File: config.mk
export PLATFORM = sky130hd
export DESIGN_NAME = tandem_repeat_run_finder_core
export DESIGN_NICKNAME = d
export VERILOG_FILES = /design/src/rtl/tdr_pkg.sv /design/src/rtl/tdr_scan.sv /design/src/rtl/tdr_emit.sv /design/src/rtl/tandem_repeat_run_finder_core.sv
export SDC_FILE = /design/constraint.sdc
export NUM_CORES = 1
export LEC_CHECK = 0
export ABC_AREA = 0
export BUFFER_PORTS_ARGS = -buffer_cell sky130_fd_sc_hd__buf_4
export CORE_UTILIZATION = 25
export DETAILED_ROUTE_END_ITERATION = 10
export PLACE_DENSITY = 0.47
export SETUP_SLACK_MARGIN = 0.3
export SYNTH_ARGS = -nofsm -noshare
export SYNTH_HDL_FRONTEND = slang
export SYNTH_SLANG_ARGS = --single-unit
File: constraint.sdc
create_clock -name clk_i -period 22.4 [get_ports clk_i]
set_input_delay 3.36 -clock clk_i [delete_from_list [all_inputs] [get_ports clk_i]]
set_output_delay 3.36 -clock clk_i [all_outputs]
set_load 0.05 [all_outputs]
File: src/rtl/tdr_pkg.sv
// Package for the tandem repeat run finder: payload structs, widths and limits.
// Used by every module under rtl; depends on nothing.
package tdr_pkg;

  localparam int unsigned MAX_PERIOD = 16;
  localparam int unsigned CFG_W      = 5;
  localparam int unsigned SYM_W      = 8;
  localparam int unsigned RUN_W      = 16;
  localparam logic [RUN_W-1:0] RUN_MAX = {RUN_W{1'b1}};

  typedef struct packed {
    logic [SYM_W-1:0] symbol;
    logic             last_symbol;
  } in_t;

  typedef struct packed {
    logic [RUN_W-1:0] run_length;
    logic [SYM_W-1:0] motif_char;
    logic             last_result;
  } out_t;

  // Control side of a finished answer handed from the scanner to the emitter
  typedef struct packed {
    logic             valid;
    logic [RUN_W-1:0] run_length;
  } ans_ctrl_t;

endpackage

File: src/rtl/tdr_scan.sv
// Sequence scanner: block fill, compare against the previous block, run tracking.
// Depends on tdr_pkg; feeds a finished answer to tdr_emit.
module tdr_scan #(
  parameter int unsigned MaxPeriod = tdr_pkg::MAX_PERIOD,
  localparam int unsigned PW = $clog2(MaxPeriod + 1),
  localparam int unsigned IW = (MaxPeriod > 1) ? $clog2(MaxPeriod) : 1
) (
  input  logic                         clk_i,
  input  logic                         rst_ni,
  input  logic                         cfg_we_i,
  input  logic [tdr_pkg::CFG_W-1:0]    cfg_period_i,
  input  logic                         in_accept_i,
  input  tdr_pkg::in_t                 in_data_i,
  output tdr_pkg::ans_ctrl_t           ans_o,
  output logic [PW-1:0]                ans_count_o,
  output logic [tdr_pkg::SYM_W-1:0]    ans_motif_o [MaxPeriod]
);

  localparam int unsigned RW = tdr_pkg::RUN_W;
  localparam int unsigned SW = tdr_pkg::SYM_W;

  logic [PW-1:0] len_q, len_d;
  logic [PW-1:0] fill_q, fill_d;
  logic          have_q, have_d;
  logic          diff_q, diff_d;
  logic [RW-1:0] run_q, run_d;
  logic [RW-1:0] best_q, best_d;
  logic [SW-1:0] cur_q  [MaxPeriod];
  logic [SW-1:0] prev_q [MaxPeriod];
  logic [SW-1:0] bm_q   [MaxPeriod];

  logic [PW-1:0] pos_eff, pos_inc;
  logic [IW-1:0] idx;
  logic          blk_done, diff_n;
  logic [SW-1:0] cur_n  [MaxPeriod];
  logic [SW-1:0] prev_1 [MaxPeriod];
  logic [SW-1:0] bm_1   [MaxPeriod];
  logic [RW-1:0] run_1, best_1;
  logic [PW-1:0] fill_1;
  logic          have_1, diff_1;

  // Clamp the period to 1..MaxPeriod
  always_comb begin
    if (cfg_period_i == '0) begin
      len_d = PW'(1);
    end else if (32'(cfg_period_i) > MaxPeriod) begin
      len_d = PW'(MaxPeriod);
    end else begin
      len_d = PW'(cfg_period_i);
    end
  end

  assign pos_eff  = (fill_q >= len_q) ? '0 : fill_q;
  assign idx      = pos_eff[IW-1:0];
  assign pos_inc  = pos_eff + PW'(1);
  assign blk_done = (pos_inc == len_q);
  assign diff_n   = diff_q | (have_q && (prev_q[idx] != in_data_i.symbol));

  always_comb begin
    cur_n      = cur_q;
    cur_n[idx] = in_data_i.symbol;
  end

  // Close the block, if this byte completes one
  always_comb begin
    run_1  = run_q;
    best_1 = best_q;
    bm_1   = bm_q;
    prev_1 = prev_q;
    have_1 = have_q;
    diff_1 = diff_n;
    fill_1 = pos_inc;
    if (blk_done) begin
      if (have_q) begin
        if (!diff_n) begin
          run_1 = (run_q == tdr_pkg::RUN_MAX) ? run_q : run_q + RW'(1);
        end else begin
          if (best_q < run_q) begin
            best_1 = run_q;
            bm_1   = prev_q;
          end
          run_1 = RW'(1);
        end
      end
      prev_1 = cur_n;
      have_1 = 1'b1;
      diff_1 = 1'b0;
      fill_1 = '0;
    end
  end

  // Final check of the open run and the answer
  always_comb begin
    ans_o.valid = in_accept_i & in_data_i.last_symbol;
    if (have_1) begin
      ans_count_o = len_q;
      if (best_1 < run_1) begin
        ans_o.run_length = run_1;
        ans_motif_o      = prev_1;
      end else begin
        ans_o.run_length = best_1;
        ans_motif_o      = bm_1;
      end
    end else begin
      ans_count_o      = fill_1;
      ans_o.run_length = RW'(1);
      ans_motif_o      = cur_n;
    end
  end

  always_comb begin
    fill_d = fill_q;
    have_d = have_q;
    diff_d = diff_q;
    run_d  = run_q;
    best_d = best_q;
    if (cfg_we_i || (in_accept_i && in_data_i.last_symbol)) begin
      fill_d = '0;
      have_d = 1'b0;
      diff_d = 1'b0;
      run_d  = RW'(1);
      best_d = '0;
    end else if (in_accept_i) begin
      fill_d = fill_1;
      have_d = have_1;
      diff_d = diff_1;
      run_d  = run_1;
      best_d = best_1;
    end
  end

  always_ff @(posedge clk_i or negedge rst_ni) begin
    if (!rst_ni) begin
      len_q  <= PW'(1);
      fill_q <= '0;
      have_q <= 1'b0;
      diff_q <= 1'b0;
      run_q  <= RW'(1);
      best_q <= '0;
    end else begin
      if (cfg_we_i) begin
        len_q <= len_d;
      end
      fill_q <= fill_d;
      have_q <= have_d;
      diff_q <= diff_d;
      run_q  <= run_d;
      best_q <= best_d;
    end
  end

  always_ff @(posedge clk_i) begin
    if (in_accept_i && !cfg_we_i) begin
      cur_q  <= cur_n;
      prev_q <= prev_1;
      bm_q   <= bm_1;
    end
  end

`ifndef ASSERT_OFF
  a_len_range: assert property (@(posedge clk_i) disable iff (!rst_ni)
    (len_q != '0) && (32'(len_q) <= MaxPeriod))
    else $error("period register out of range");
  a_fill_below_len: assert property (@(posedge clk_i) disable iff (!rst_ni)
    fill_q < len_q)
    else $error("fill position reached the period");
  a_run_nonzero: assert property (@(posedge clk_i) disable iff (!rst_ni)
    run_q != '0)
    else $error("run count dropped to zero");
  a_answer_count: assert property (@(posedge clk_i) disable iff (!rst_ni)
    ans_o.valid |-> (ans_count_o != '0) && (ans_count_o <= len_q))
    else $error("answer length outside 1..period");
`endif

endmodule

File: src/rtl/tdr_emit.sv
// Answer emitter: holds a copy of the run length and motif, sends one byte per transaction.
// Depends on tdr_pkg; loaded from tdr_scan.
module tdr_emit #(
  parameter int unsigned MaxPeriod = tdr_pkg::MAX_PERIOD,
  localparam int unsigned PW = $clog2(MaxPeriod + 1),
  localparam int unsigned IW = (MaxPeriod > 1) ? $clog2(MaxPeriod) : 1
) (
  input  logic                         clk_i,
  input  logic                         rst_ni,
  input  tdr_pkg::ans_ctrl_t           ans_i,
  input  logic [PW-1:0]                ans_count_i,
  input  logic [tdr_pkg::SYM_W-1:0]    ans_motif_i [MaxPeriod],
  output logic                         busy_o,
  output logic                         out_valid_o,
  input  logic                         out_stall_i,
  output tdr_pkg::out_t                out_data_o
);

  logic                         busy_q;
  logic [IW-1:0]                idx_q;
  logic [PW-1:0]                cnt_q;
  logic [tdr_pkg::RUN_W-1:0]    run_q;
  logic [tdr_pkg::SYM_W-1:0]    motif_q [MaxPeriod];
  logic                         at_last;

  assign at_last = ((PW'(idx_q) + PW'(1)) == cnt_q);

  // free in the cycle the final byte leaves, so the next answer can load then
  assign busy_o                 = busy_q & ~(~out_stall_i & at_last);
  assign out_valid_o            = busy_q;
  assign out_data_o.run_length  = run_q;
  assign out_data_o.motif_char  = motif_q[idx_q];
  assign out_data_o.last_result = at_last;

  always_ff @(posedge clk_i or negedge rst_ni) begin
    if (!rst_ni) begin
      busy_q <= 1'b0;
      idx_q  <= '0;
    end else if (ans_i.valid) begin
      busy_q <= 1'b1;
      idx_q  <= '0;
    end else if (busy_q && !out_stall_i) begin
      // advance, or drop busy after the final byte
      if (at_last) begin
        busy_q <= 1'b0;
      end else begin
        idx_q <= idx_q + IW'(1);
      end
    end
  end

  always_ff @(posedge clk_i) begin
    if (ans_i.valid) begin
      cnt_q   <= ans_count_i;
      run_q   <= ans_i.run_length;
      motif_q <= ans_motif_i;
    end
  end

`ifndef ASSERT_OFF
  a_no_load_busy: assert property (@(posedge clk_i) disable iff (!rst_ni)
    ans_i.valid |-> (!busy_q || (!out_stall_i && at_last)))
    else $error("answer loaded over one still draining");
  a_idx_in_count: assert property (@(posedge clk_i) disable iff (!rst_ni)
    busy_q |-> (PW'(idx_q) < cnt_q))
    else $error("motif index past answer length");
  a_done_after_last: assert property (@(posedge clk_i) disable iff (!rst_ni)
    (busy_q && !out_stall_i && at_last && !ans_i.valid) |=> !busy_q)
    else $error("emitter kept going after the final byte");
`endif

endmodule

File: src/rtl/tandem_repeat_run_finder_core.sv
// Top level of the tandem repeat run finder: scanner plus answer emitter.
// Depends on tdr_pkg, tdr_scan and tdr_emit.
//
//   channel  direction  handshake              payload
//   in       input      in_valid_i/in_stall_o  in_data_i  (tdr_pkg::in_t)
//   out      output     out_valid_o/out_stall_i out_data_o (tdr_pkg::out_t)
//   cfg      input      cfg_valid_i/cfg_ready_o cfg_data_i (period_length)
//
// One input byte per cycle unless a final byte is stalled; each byte is scored in the cycle it is taken.
// A final byte loads the answer register; it then drains one motif byte per
// transaction, 1..period_length bytes in all, from the single answer buffer.
// A final byte is stalled until the cycle the previous answer's last byte
// leaves; others flow. Reset is immediate, no clearing pass; the period resets to 1.
module tandem_repeat_run_finder_core #(
  parameter int unsigned MaxPeriod = tdr_pkg::MAX_PERIOD
) (
  input  logic                      clk_i,
  input  logic                      rst_ni,
  input  logic                      cfg_valid_i,
  output logic                      cfg_ready_o,
  input  logic [tdr_pkg::CFG_W-1:0] cfg_data_i,
  input  logic                      in_valid_i,
  output logic                      in_stall_o,
  input  tdr_pkg::in_t              in_data_i,
  output logic                      out_valid_o,
  input  logic                      out_stall_i,
  output tdr_pkg::out_t             out_data_o
);

  localparam int unsigned PW = $clog2(MaxPeriod + 1);

  tdr_pkg::ans_ctrl_t            ans;
  logic [PW-1:0]                 ans_count;
  logic [tdr_pkg::SYM_W-1:0]     ans_motif [MaxPeriod];
  logic                          busy;
  logic                          in_accept;
  logic                          cfg_we;

  assign cfg_ready_o = 1'b1;
  assign cfg_we      = cfg_valid_i & cfg_ready_o;
  // hold a final byte until the answer buffer is free
  assign in_stall_o  = busy & in_data_i.last_symbol;
  assign in_accept   = in_valid_i & ~in_stall_o;

  tdr_scan #(
    .MaxPeriod (MaxPeriod)
  ) u_scan (
    .clk_i        (clk_i),
    .rst_ni       (rst_ni),
    .cfg_we_i     (cfg_we),
    .cfg_period_i (cfg_data_i),
    .in_accept_i  (in_accept),
    .in_data_i    (in_data_i),
    .ans_o        (ans),
    .ans_count_o  (ans_count),
    .ans_motif_o  (ans_motif)
  );

  tdr_emit #(
    .MaxPeriod (MaxPeriod)
  ) u_emit (
    .clk_i        (clk_i),
    .rst_ni       (rst_ni),
    .ans_i        (ans),
    .ans_count_i  (ans_count),
    .ans_motif_i  (ans_motif),
    .busy_o       (busy),
    .out_valid_o  (out_valid_o),
    .out_stall_i  (out_stall_i),
    .out_data_o   (out_data_o)
  );

endmodule
## After elaboration in Yosys (flattened, before gate mapping)

Index checks and enable logic that the tools add are counted.

- Bits in registers: 582
- Input bits: 19

- Add/sub/neg operators: 4
- Order comparisons: 7
- Equality and inequality tests: 5
- Multiplexer cells: 48
- Bitwise operators: 11
- Reductions and logical operators: 14

Operator list:

| kind | number |
|---|---|
| 2-to-1 mux 128 bit | 7 |
| 2-to-1 mux 16 bit | 13 |
| bitwise mux 128 bit | 1 |
| binary-select mux 8 bit (select 4 bit) | 2 |
| 2-to-1 mux 8 bit | 5 |
| 2-to-1 mux 5 bit | 7 |
| demux 8 bit (select 4 bit) | 1 |
| less-than comparator 16 bit | 2 |
| adder 16 x 1 -> 16 bit, second input constant | 1 |
| == test 16 bit, second input constant | 1 |
| 2-to-1 mux 4 bit | 3 |
| == test 5 bit | 2 |
| greater-or-equal comparator 5 bit, second input constant | 2 |
| NOT 4 -> 5 bit | 2 |
| 2-to-1 mux 1 bit | 9 |
| != test 8 bit | 1 |
| nonzero test 2 bit | 3 |
| adder 4 x 1 -> 5 bit, second input constant | 1 |
| adder 5 x 1 -> 5 bit, second input constant | 1 |
| AND 1 bit | 5 |
| greater-or-equal comparator 5 bit | 1 |
| greater-than comparator 5 bit, second input constant | 1 |
| logical AND 1 bit | 5 |
| logical NOT 5 bit | 1 |
| 8 further kinds | 12 |

## Depth between registers and ports, before layout

Gate-level depths: netlist of run 1.

- Word-level depth: 15
- Mapped depth: 36
- Depth with buffers taken out: 29

## Modules after synthesis

From an unflattened synthesis of run 1, not the netlist that was laid out.

- Cell total of the unflattened synthesis: 2526
- Area total of the unflattened synthesis: 32255.9 um^2

Modules (own cells, without submodules):

| module | instances | cells an instance | area an instance (um^2) | sequential area each (um^2) |
|---|---|---|---|---|
| tdr_scan | 1 | 2270 | 26301.5 | 12634.6 |
| tdr_emit | 1 | 252 | 5929.4 | 4599.4 |
| tandem_repeat_run_finder_core | 1 | 4 | 25.0 | 0.0 |

## Worst setup path after synthesis of run 1

No wires, ideal clock.

- Kind: input port to flip-flop
- Start point: input port out_stall_i
- End point: register u_scan.bm_q[0] (netlist name) (enable)
- Arrival time: 20549 ps
- Required time: 21208 ps
- Setup slack: 659 ps
- Stages: 3
- Cells stage by stage: o211ai_1 > and2_1 > nor2b_1

- Word-level cells in the longest chain between the ends: 8

Ends and longest elaborated chain:

| item | RTL line | RTL |
|---|---|---|
| start, declared | tandem_repeat_run_finder_core.sv:26 | `input logic out_stall_i,` |
| NOT 1 bit | tdr_emit.sv:29 | `assign busy_o = busy_q & ~(~out_stall_i & at_last);` |
| AND 1 bit | tdr_emit.sv:29 |  |
| NOT 1 bit | tdr_emit.sv:29 |  |
| AND 1 bit | tdr_emit.sv:29 |  |
| AND 1 bit | tandem_repeat_run_finder_core.sv:42 | `assign in_stall_o = busy & in_data_i.last_symbol;` |
| NOT 1 bit | tandem_repeat_run_finder_core.sv:43 | `assign in_accept = in_valid_i & ~in_stall_o;` |
| AND 1 bit | tandem_repeat_run_finder_core.sv:43 |  |
| logical AND 1 bit | tdr_scan.sv:153 | `if (in_accept_i && !cfg_we_i) begin` |
| end signal, assigned | tdr_scan.sv:156 | `bm_q <= bm_1;` |
| end, declared | tdr_scan.sv:30 | `logic [SW-1:0] bm_q [MaxPeriod];` |

No other way between the ends.
A chain may end at the register's enable or synchronous reset.

==> flow_summary.html, run 1 <==
<table>
<tr><th>Metric</th><th>Value</th></tr>
<tr><th colspan="2">Outcome</th></tr>
<tr><td>Result of the run</td><td>finished, final reports clean</td></tr>
<tr><th colspan="2">Synthesis</th></tr>
<tr><td>Sequential-to-total area share from yosys stat</td><td>53.43%</td></tr>
<tr><td>Top cell type's share of synthesized area</td><td>49.62%</td></tr>
<tr><td>#FFs+latches synth</td><td>582</td></tr>
<tr><td>Average cell area after synthesis</td><td>approximately 12 sq um</td></tr>
<tr><td>Number of synthesis warnings</td><td>0</td></tr>
<tr><td>Share of async-settable or async-resettable flops after synthesis</td><td>8.419%</td></tr>
<tr><td>Netlist area before placement</td><td>about 0.032 sq mm</td></tr>
<tr><td>Post-synthesis net count</td><td>roughly 2700</td></tr>
<tr><td>Mapped Cells</td><td>2651</td></tr>
<tr><td>Commonest cells in the netlist</td><td>edfxtp_1, nand2_1, inv_1</td></tr>
<tr><td>Cells taking the most area after synthesis</td><td>edfxtp_1, mux2_2, mux2i_1</td></tr>
<tr><td>Synth cell types</td><td>86</td></tr>
<tr><td>Number of synthesized flops with an enable pin</td><td>around 530</td></tr>
<tr><td>Most frequently used cell type in the post-synthesis netlist</td><td>edfxtp_1</td></tr>
<tr><td>Predominant post-synthesis flop cell</td><td>edfxtp_1</td></tr>
<tr><td>Biggest area consumer among synthesized cells</td><td>edfxtp_1</td></tr>
<tr><th colspan="2">Setup path</th></tr>
<tr><td>Setup CP Type</td><td>flip-flop to flip-flop</td></tr>
<tr><td>Origin of the critical flop-to-flop path</td><td>u_scan.fill_q[0]</td></tr>
<tr><td>Source of the critical timing path</td><td>u_scan.fill_q[0]</td></tr>
<tr><td>Kind of capture point of the worst setup path</td><td>flip-flop</td></tr>
<tr><td>CP max-delay cell</td><td>buf_4</td></tr>
<tr><td>Crit-path max FO</td><td>66</td></tr>
<tr><td>Kind of start point of the critical path</td><td>flip-flop</td></tr>
<tr><td>Data arrival at the endpoint of the critical path</td><td>10.17 ns</td></tr>
<tr><td>Largest incremental delay on the critical path</td><td>between 0.9 and 1 ns</td></tr>
<tr><td>Required time at the endpoint of the critical path</td><td>about 23 ns</td></tr>
<tr><th colspan="2">Clock network</th></tr>
<tr><td>Master cell of the clock root buffer</td><td>clkbuf_16</td></tr>
<tr><td>Resize count post-CTS</td><td>0</td></tr>
<tr><td>Hold bufs inserted after CTS</td><td>0</td></tr>
<tr><td>Clock tree from TritonCTS</td><td>built</td></tr>
<tr><td># Post-CTS Setup Buffers</td><td>0</td></tr>
<tr><td>Clock-pin slew of the registers on the worst-case setup and hold paths</td><td>0.06 ns</td></tr>
<tr><td>Maximum root-to-sink buffer count</td><td>3</td></tr>
<tr><td>Inserted Clock Buffers</td><td>70</td></tr>
<tr><td>CTS H-tree depth</td><td>3</td></tr>
<tr><td>Total number of clock tree sinks</td><td>roughly 580</td></tr>
<tr><td>Source-to-sink clock delay at the later pin of the worst-skew pair</td><td>around 0.64 ns</td></tr>
<tr><th colspan="2">Power and ir drop</th></tr>
<tr><td>LEAKAGE</td><td>about 14 nW</td></tr>
<tr><td>Power per Cell Area</td><td>around 85 mW/mm^2</td></tr>
<tr><td>Worst ir drop on vdd</td><td>0.06041 mV</td></tr>
<tr><th colspan="2">Floorplan</th></tr>
<tr><td>Total die area</td><td>between 0.1 and 0.15 sq mm</td></tr>
<tr><td>Horizontal die dimension</td><td>between 300 and 400 um</td></tr>
<tr><td>Effective utilization at floorplan</td><td>between 20% and 30%</td></tr>
<tr><td>Placeable Area</td><td>~0.13 sq mm</td></tr>
<tr><td>Io pins</td><td>47</td></tr>
<tr><td>Vertical die dimension</td><td>361.2 um</td></tr>
<tr><td>Count of standard-cell rows</td><td>131</td></tr>
<tr><th colspan="2">Detailed routing</th></tr>
<tr><td>Routed via count</td><td>approximately 23000</td></tr>
<tr><td>Drt total wl</td><td>111.6 mm</td></tr>
<tr><td>DR WL met2</td><td>50.20 mm</td></tr>
<tr><td>Remaining antenna violation count after routing</td><td>0</td></tr>
<tr><td>DRC violation count after routing</td><td>0</td></tr>
<tr><td>Via count normalized by instance count</td><td>~5.4</td></tr>
<tr><td>Wire per inst</td><td>26.04 um</td></tr>
<tr><td>1st-iter DRT viols</td><td>2137</td></tr>
<tr><td>WL met3</td><td>6.793 mm</td></tr>
<tr><td>Detailed Routing Iterations Pass 1</td><td>5</td></tr>
<tr><td>Top layer in use</td><td>met4</td></tr>
<tr><td>Routed length on met1</td><td>51.99 mm</td></tr>
<tr><th colspan="2">Final layout</th></tr>
<tr><td>Area delta synth-&gt;final</td><td>12.46%</td></tr>
<tr><td>ANT cells</td><td>0</td></tr>
<tr><td>Layout cells sized above 1</td><td>15.85%</td></tr>
<tr><td>Number of nets in the layout</td><td>roughly 2600</td></tr>
<tr><th colspan="2">Worst hold path</th></tr>
<tr><td>Launch instance of the worst min-delay path</td><td>u_scan.best_q[8]</td></tr>
<tr><td>Worst min-delay path class</td><td>flip-flop to flip-flop</td></tr>
<tr><th colspan="2">Timing</th></tr>
<tr><td>Max Freq</td><td>0.1032 GHz</td></tr>
<tr><td>Headroom to the max-slew limit</td><td>24.11%</td></tr>
<tr><td>Hold Violations, Final</td><td>0</td></tr>
<tr><td>Final period util</td><td>between 40% and 50%</td></tr>
<tr><td>Accumulated negative setup slack</td><td>0 ns</td></tr>
<tr><td>Minimum period implied by the final worst setup slack</td><td>a little under 10 ns</td></tr>
<tr><td>Smallest hold slack</td><td>about 0.54 ns</td></tr>
<tr><td>Transition time at the pin with the least slew margin</td><td>1.138 ns</td></tr>
<tr><td>Unrepaired setup endpoints after global routing</td><td>false</td></tr>
<tr><td>Clk_skew</td><td>0.03691 ns</td></tr>
<tr><td>Final slew viol count</td><td>0</td></tr>
<tr><td>Total setup violations reported at the end of the flow</td><td>0</td></tr>
<tr><th colspan="2">Placed design</th></tr>
<tr><td>Number of buffers added on ports</td><td>45</td></tr>
<tr><td>Weighted congestion at the end of routability-driven global placement</td><td>between 0.8 and 0.9</td></tr>
<tr><td>Sum of net half-perimeters after detailed placement</td><td>62.78 mm</td></tr>
<tr><th colspan="2">Global routing</th></tr>
<tr><td>Wire length of the first global-routing pass</td><td>163.8 mm</td></tr>
<tr><td>Overall global routing resource usage</td><td>16.74%</td></tr>
<tr><td>Remaining global-route overflow</td><td>0</td></tr>
<tr><td>Vias in the first global route</td><td>22870</td></tr>
<tr><td>Largest net degree at the start of global routing</td><td>approximately 190</td></tr>
<tr><td>Number of antenna violations at the first check in global routing</td><td>2</td></tr>
<tr><th colspan="2">Run</th></tr>
<tr><td>Max-cap violations</td><td>0</td></tr>
</table>
critical path: cells and delay by family, from the launching register on:
| kind | cells | cell delay (ns) |
|---|---|---|
| AND/OR/NAND/NOR | 10 | 2.81 |
| buffers and inverters | 4 | 2.14 |
| AO/OA/AOI/OAI | 9 | 1.83 |
| adder cells (fa/ha/maj) | 3 | 1.05 |
| flip-flops | 1 | 0.83 |
| multiplexers | 1 | 0.43 |
| XOR/XNOR | 1 | 0.31 |
placed cells by master (no fill, tap or decap), types with 13 or more instances in the layout:
| cell type | netlist | final |
|---|---|---|
| mux2_2 | 150 | 150 |
| nand3b_1 | 132 | 132 |
| nand3_1 | 23 | 23 |
| o21ai_0 | 164 | 164 |
| mux4_2 | 48 | 48 |
| o22ai_1 | 16 | 16 |
| clkbuf_1 | 147 | 23 |
| a22o_1 | 16 | 16 |
| buf_4 | 4 | 85 |
| nand2_1 | 201 | 200 |
| clkinv_1 | 0 | 13 |
| nor2_1 | 44 | 43 |
| ha_1 | 39 | 39 |
| clkbuf_16 | 0 | 74 |
| inv_1 | 167 | 166 |
| nand4_1 | 146 | 146 |
| nor3_1 | 17 | 17 |
| edfxtp_1 | 533 | 533 |
| a22oi_1 | 131 | 131 |
| a211oi_1 | 27 | 27 |
| xnor2_1 | 20 | 20 |
| mux2i_1 | 163 | 163 |
| dfrtp_1 | 47 | 44 |
| a21oi_1 | 28 | 27 |
| o2111a_1 | 129 | 129 |
registers in the layout (all words and copies together), names as in the netlist, 16 cells and up:
name            count
u_emit.motif_q    128
u_emit.run_q       16
u_scan.best_q      16
u_scan.bm_q       128
u_scan.cur_q      128
u_scan.prev_q     128
u_scan.run_q       16
layout make-up:
cell class              count  area [sq um]
well taps                1662          2079
fillers                 13150         91580
clock buffers              97          1938
multi-input cells        1656         13320
clock inverters            30         291.5
inverters                 169         639.4
flip-flops and latches    582         17250
repair buffers             91         758.2
power by group:
group	leakage (nW)	internal [mW]	switching, mW
Combinational	7.06	0.189	0.378
Clock	1.08	0.664	0.473
Sequential	5.57	1.29	0.0697
through the flow:
step                      area [sq um]  instances  setup WS [ns]  power [mW]  util [%]
final                            36270       4287          12.71       3.068     28.37
after global routing             36270       4287          12.10       3.173     28.37
after CTS                        36270       4287          12.77       3.092     28.37
after detailed placement         34040       4160          12.84       1.952     26.63
after global placement           34040       4160          13.07       1.953     26.63
after floorplan                  32250       2651         0.6590       1.762         -
logic make-up after synthesis:
kind of cell	after synthesis	synth area share, %
AOI/OAI and AO/OA	595	14.18
xor gates and xnor gates	26	0.7487
adders and majority gates	39	1.513
buffers and inverters	413	5.497
DFF	582	53.43
muxes	362	13.68
other	1	0.01163
and+or+nand+nor	633	10.93
per-layer routing:
layer	global-route usage, %	vias up
li1	-	10240
met1	23.95	11890
met2	25.97	760
met3	2.608	144
met4	4.689	0
met5	0	-
path summary, 6_finish.rpt:
check	endpoint	slack, ns	cells past startpoint
min in group asynchronous	u_scan.best_q[14]	2.80	1
setup / recovery	u_emit.motif_q[60]	12.71	28
setup reg to reg	u_emit.motif_q[60]	12.71	28
hold / removal	u_scan.best_q[8]	0.54	1
max in group asynchronous	u_emit.idx_q[1]	18.99	1
hold reg to reg	u_scan.best_q[8]	0.54	1
(Power assumes the default switching activity.)
==> inputs of run 2 (changes only) <==
==> constraint.sdc (replaced) <==
create_clock -name clk_i -period 10.2 [get_ports clk_i]
set_input_delay 1.53 -clock clk_i [delete_from_list [all_inputs] [get_ports clk_i]]
set_output_delay 1.53 -clock clk_i [all_outputs]
set_load 0.05 [all_outputs]
==> run 2 against run 1 <==
Die area stayed put; critical path depth is the same; core utilization hardly changed; fmax grew 9.3%; critical endpoint is now u_emit.run_q[15]; largest cell class unchanged; highest routed layer is now met5.
==> flow_summary.html, run 2 (synthesis gave the netlist of run 1 again) <==
<table>
<tr><th>Metric</th><th>Value</th></tr>
<tr><th colspan="2">Floorplan</th></tr>
<tr><td>Total die area</td><td>0.1305 sq mm</td></tr>
<tr><td>Placeable Area</td><td>approximately 0.13 sq mm</td></tr>
<tr><td>Effective utilization at floorplan</td><td>25.23%</td></tr>
<tr><td>Horizontal die dimension</td><td>361.2 um</td></tr>
<tr><td>Vertical die dimension</td><td>361.2 um</td></tr>
<tr><td>Io pins</td><td>47</td></tr>
<tr><td>Count of standard-cell rows</td><td>131</td></tr>
<tr><th colspan="2">Final layout</th></tr>
<tr><td>Top library cells by usage in the layout, fill and taps aside</td><td>edfxtp_1, nand2_1, inv_1, o21ai_0, mux2i_1</td></tr>
<tr><td>Layout cells sized above 1</td><td>between 15 and 20%</td></tr>
<tr><td>Number of nets in the layout</td><td>2631</td></tr>
<tr><td>ANT cells</td><td>0</td></tr>
<tr><td>Area delta synth-&gt;final</td><td>12.34%</td></tr>
<tr><td>Commonest non-fill, non-tap cell in the layout</td><td>edfxtp_1</td></tr>
<tr><td>Filler cell count</td><td>13150</td></tr>
<tr><th colspan="2">Placed design</th></tr>
<tr><td>Weighted congestion at the end of routability-driven global placement</td><td>0.8259</td></tr>
<tr><td>Sum of net half-perimeters after detailed placement</td><td>63.77 mm</td></tr>
<tr><td>Number of buffers added on ports</td><td>45</td></tr>
<tr><th colspan="2">Clock network</th></tr>
<tr><td>Clock-pin slew of the registers on the worst-case setup and hold paths</td><td>0.06 ns</td></tr>
<tr><td>Resize count post-CTS</td><td>0</td></tr>
<tr><td>Total number of clock tree sinks</td><td>582</td></tr>
<tr><td># Post-CTS Setup Buffers</td><td>0</td></tr>
<tr><td>CTS H-tree depth</td><td>3</td></tr>
<tr><td>Hold bufs inserted after CTS</td><td>0</td></tr>
<tr><td>Maximum root-to-sink buffer count</td><td>3</td></tr>
<tr><td>Clock tree from TritonCTS</td><td>built</td></tr>
<tr><td>Master cell of the clock root buffer</td><td>clkbuf_16</td></tr>
<tr><td>Source-to-sink clock delay at the later pin of the worst-skew pair</td><td>around 0.64 ns</td></tr>
<tr><td>Inserted Clock Buffers</td><td>70</td></tr>
<tr><th colspan="2">Detailed routing</th></tr>
<tr><td>Wire per inst</td><td>approximately 26 um</td></tr>
<tr><td>Remaining antenna violation count after routing</td><td>0</td></tr>
<tr><td>Detailed Routing Iterations Pass 1</td><td>6</td></tr>
<tr><td>1st-iter DRT viols</td><td>between 2000 and 2500</td></tr>
<tr><td>Via count normalized by instance count</td><td>5.364</td></tr>
<tr><td>DRC violation count after routing</td><td>0</td></tr>
<tr><td>Drt total wl</td><td>110.2 mm</td></tr>
<tr><td>Routed via count</td><td>22970</td></tr>
<tr><th colspan="2">Worst hold path</th></tr>
<tr><td>End point of the most critical hold path</td><td>u_scan.best_q[3]</td></tr>
<tr><td>Launch instance of the worst min-delay path</td><td>u_scan.best_q[3]</td></tr>
<tr><td>Worst min-delay path class</td><td>flip-flop to flip-flop</td></tr>
<tr><td>Min-Delay Path Depth</td><td>1</td></tr>
<tr><th colspan="2">Timing</th></tr>
<tr><td>Accumulated negative setup slack</td><td>0 ns</td></tr>
<tr><td>Hold Violations, Final</td><td>0</td></tr>
<tr><td>Total setup violations reported at the end of the flow</td><td>0</td></tr>
<tr><td>Clk_skew</td><td>0.04434 ns</td></tr>
<tr><td>Transition time at the pin with the least slew margin</td><td>1.244 ns</td></tr>
<tr><td>Headroom to the max-slew limit</td><td>16.98%</td></tr>
<tr><td>Final period util</td><td>86.92%</td></tr>
<tr><td>Max Freq</td><td>around 0.11 GHz</td></tr>
<tr><td>Unrepaired setup endpoints after global routing</td><td>false</td></tr>
<tr><td>Final slew viol count</td><td>0</td></tr>
<tr><td>Minimum period implied by the final worst setup slack</td><td>8.866 ns</td></tr>
<tr><th colspan="2">Global routing</th></tr>
<tr><td>Vias in the first global route</td><td>22570</td></tr>
<tr><td>Largest net degree at the start of global routing</td><td>165</td></tr>
<tr><td>Overall global routing resource usage</td><td>between 10% and 20%</td></tr>
<tr><td>Wire length of the first global-routing pass</td><td>162.2 mm</td></tr>
<tr><td>Number of antenna violations at the first check in global routing</td><td>1</td></tr>
<tr><td>Remaining global-route overflow</td><td>0</td></tr>
<tr><th colspan="2">Run</th></tr>
<tr><td>Max-cap violations</td><td>0</td></tr>
<tr><th colspan="2">Power and ir drop</th></tr>
<tr><td>Worst ir drop on vdd</td><td>0.1607 mV</td></tr>
<tr><td>Power per Cell Area</td><td>183.6 mW/mm^2</td></tr>
<tr><td>Power Total</td><td>around 6.7 mW</td></tr>
<tr><td>LEAKAGE</td><td>roughly 14 nW</td></tr>
<tr><th colspan="2">Setup path</th></tr>
<tr><td>Register-to-register setup slack</td><td>1.33 ns</td></tr>
<tr><td>Kind of capture point of the worst setup path</td><td>flip-flop</td></tr>
<tr><td>Kind of start point of the critical path</td><td>flip-flop</td></tr>
<tr><td>Largest incremental delay on the critical path</td><td>0.79 ns</td></tr>
<tr><td>Required time at the endpoint of the critical path</td><td>roughly 11 ns</td></tr>
<tr><td>Origin of the critical flop-to-flop path</td><td>u_scan.fill_q[0]</td></tr>
<tr><td>Critical path's most frequent cell</td><td>ha_1</td></tr>
<tr><td>Data arrival at the endpoint of the critical path</td><td>approximately 9 ns</td></tr>
<tr><td>Setup CP Type</td><td>flip-flop to flip-flop</td></tr>
<tr><td>Crit-path max FO</td><td>47</td></tr>
<tr><td>RR Endpoint</td><td>u_emit.run_q[15]</td></tr>
<tr><td>Worst reg2reg path depth</td><td>28</td></tr>
<tr><td>CP max-delay cell</td><td>o21ai_2</td></tr>
<tr><th colspan="2">Outcome</th></tr>
<tr><td>Result of the run</td><td>finished, final reports clean</td></tr>
</table>
[run 2: cell types whose count changed in the layout (fill, tap and decap cells not counted), sizes merged]
cell,delta
bufinv,-2
clkinv,-4
clkbuf,-2
inv,+1
buf,+3
clkinvlp,-1
[run 2: critical path, delay by kind of cell, from the launching register on]
kind            cells  cell delay [ns]
compound gates     13             3.51
xor+xnor            2             0.37
fa+ha+maj           3             1.09
buf+inv             2             0.35
flops               1             0.69
simple gates        8             2.54
[run 2: worst max path at each step]
stage                startpoint          endpoint  slack (ns)
3_3_place_gp   u_scan.fill_q[0]   u_emit.run_q[9]        1.48
5_1_grt        u_scan.fill_q[0]  u_emit.run_q[15]        0.69
4_1_cts        u_scan.fill_q[0]  u_emit.run_q[15]        1.33
2_1_floorplan       out_stall_i  u_scan.best_q[0]        1.85
3_5_place_dp   u_scan.fill_q[0]   u_emit.run_q[5]        1.36
6_report       u_scan.fill_q[0]  u_emit.run_q[15]        1.33
[run 2: layer usage]
metal	up-vias	wire (um)	global-route usage (%)	share of wire, %
met5	-	13	0	0.012
met4	2	3076	5.348	2.8
met3	150	5921	2.351	5.4
met2	743	49930	25.66	45
met1	11830	51210	23.61	46
li1	10240	-	-	-
[run 2: metrics by stage]
stage               instance area [sq um]  setup WS [ns]  cells  utilization [%]  hold WS, ns
finish                              36230          1.334   4282            28.34       0.5421
global route                        36230         0.6869   4282            28.34       0.5717
CTS                                 36230          1.329   4282            28.34       0.5419
detailed placement                  34110          1.359   4163            26.68       0.5260
global placement                    34110          1.484   4163            26.68       0.5287
floorplan                           32260          1.845   2651                -       0.4988
[run 2: where the power goes]
group          total, mW  switching, mW  internal [mW]
clock               2.43           1.04           1.39
combinational       1.24          0.827          0.414
sequential          2.98          0.137           2.84
[run 2: layout make-up]
| class | count | area [sq um] | area share (%) |
|---|---|---|---|
| Tap cell | 1662 | 2079 | 5.739 |
| Clock inverter | 24 | 201.4 | 0.5559 |
| Inverter | 169 | 639.4 | 1.764 |
| Sequential cell | 582 | 17240 | 47.59 |
| Clock buffer | 95 | 1919 | 5.297 |
| Timing Repair Buffer | 94 | 830.8 | 2.293 |
| Multi-Input combinational cell | 1656 | 13320 | 36.76 |
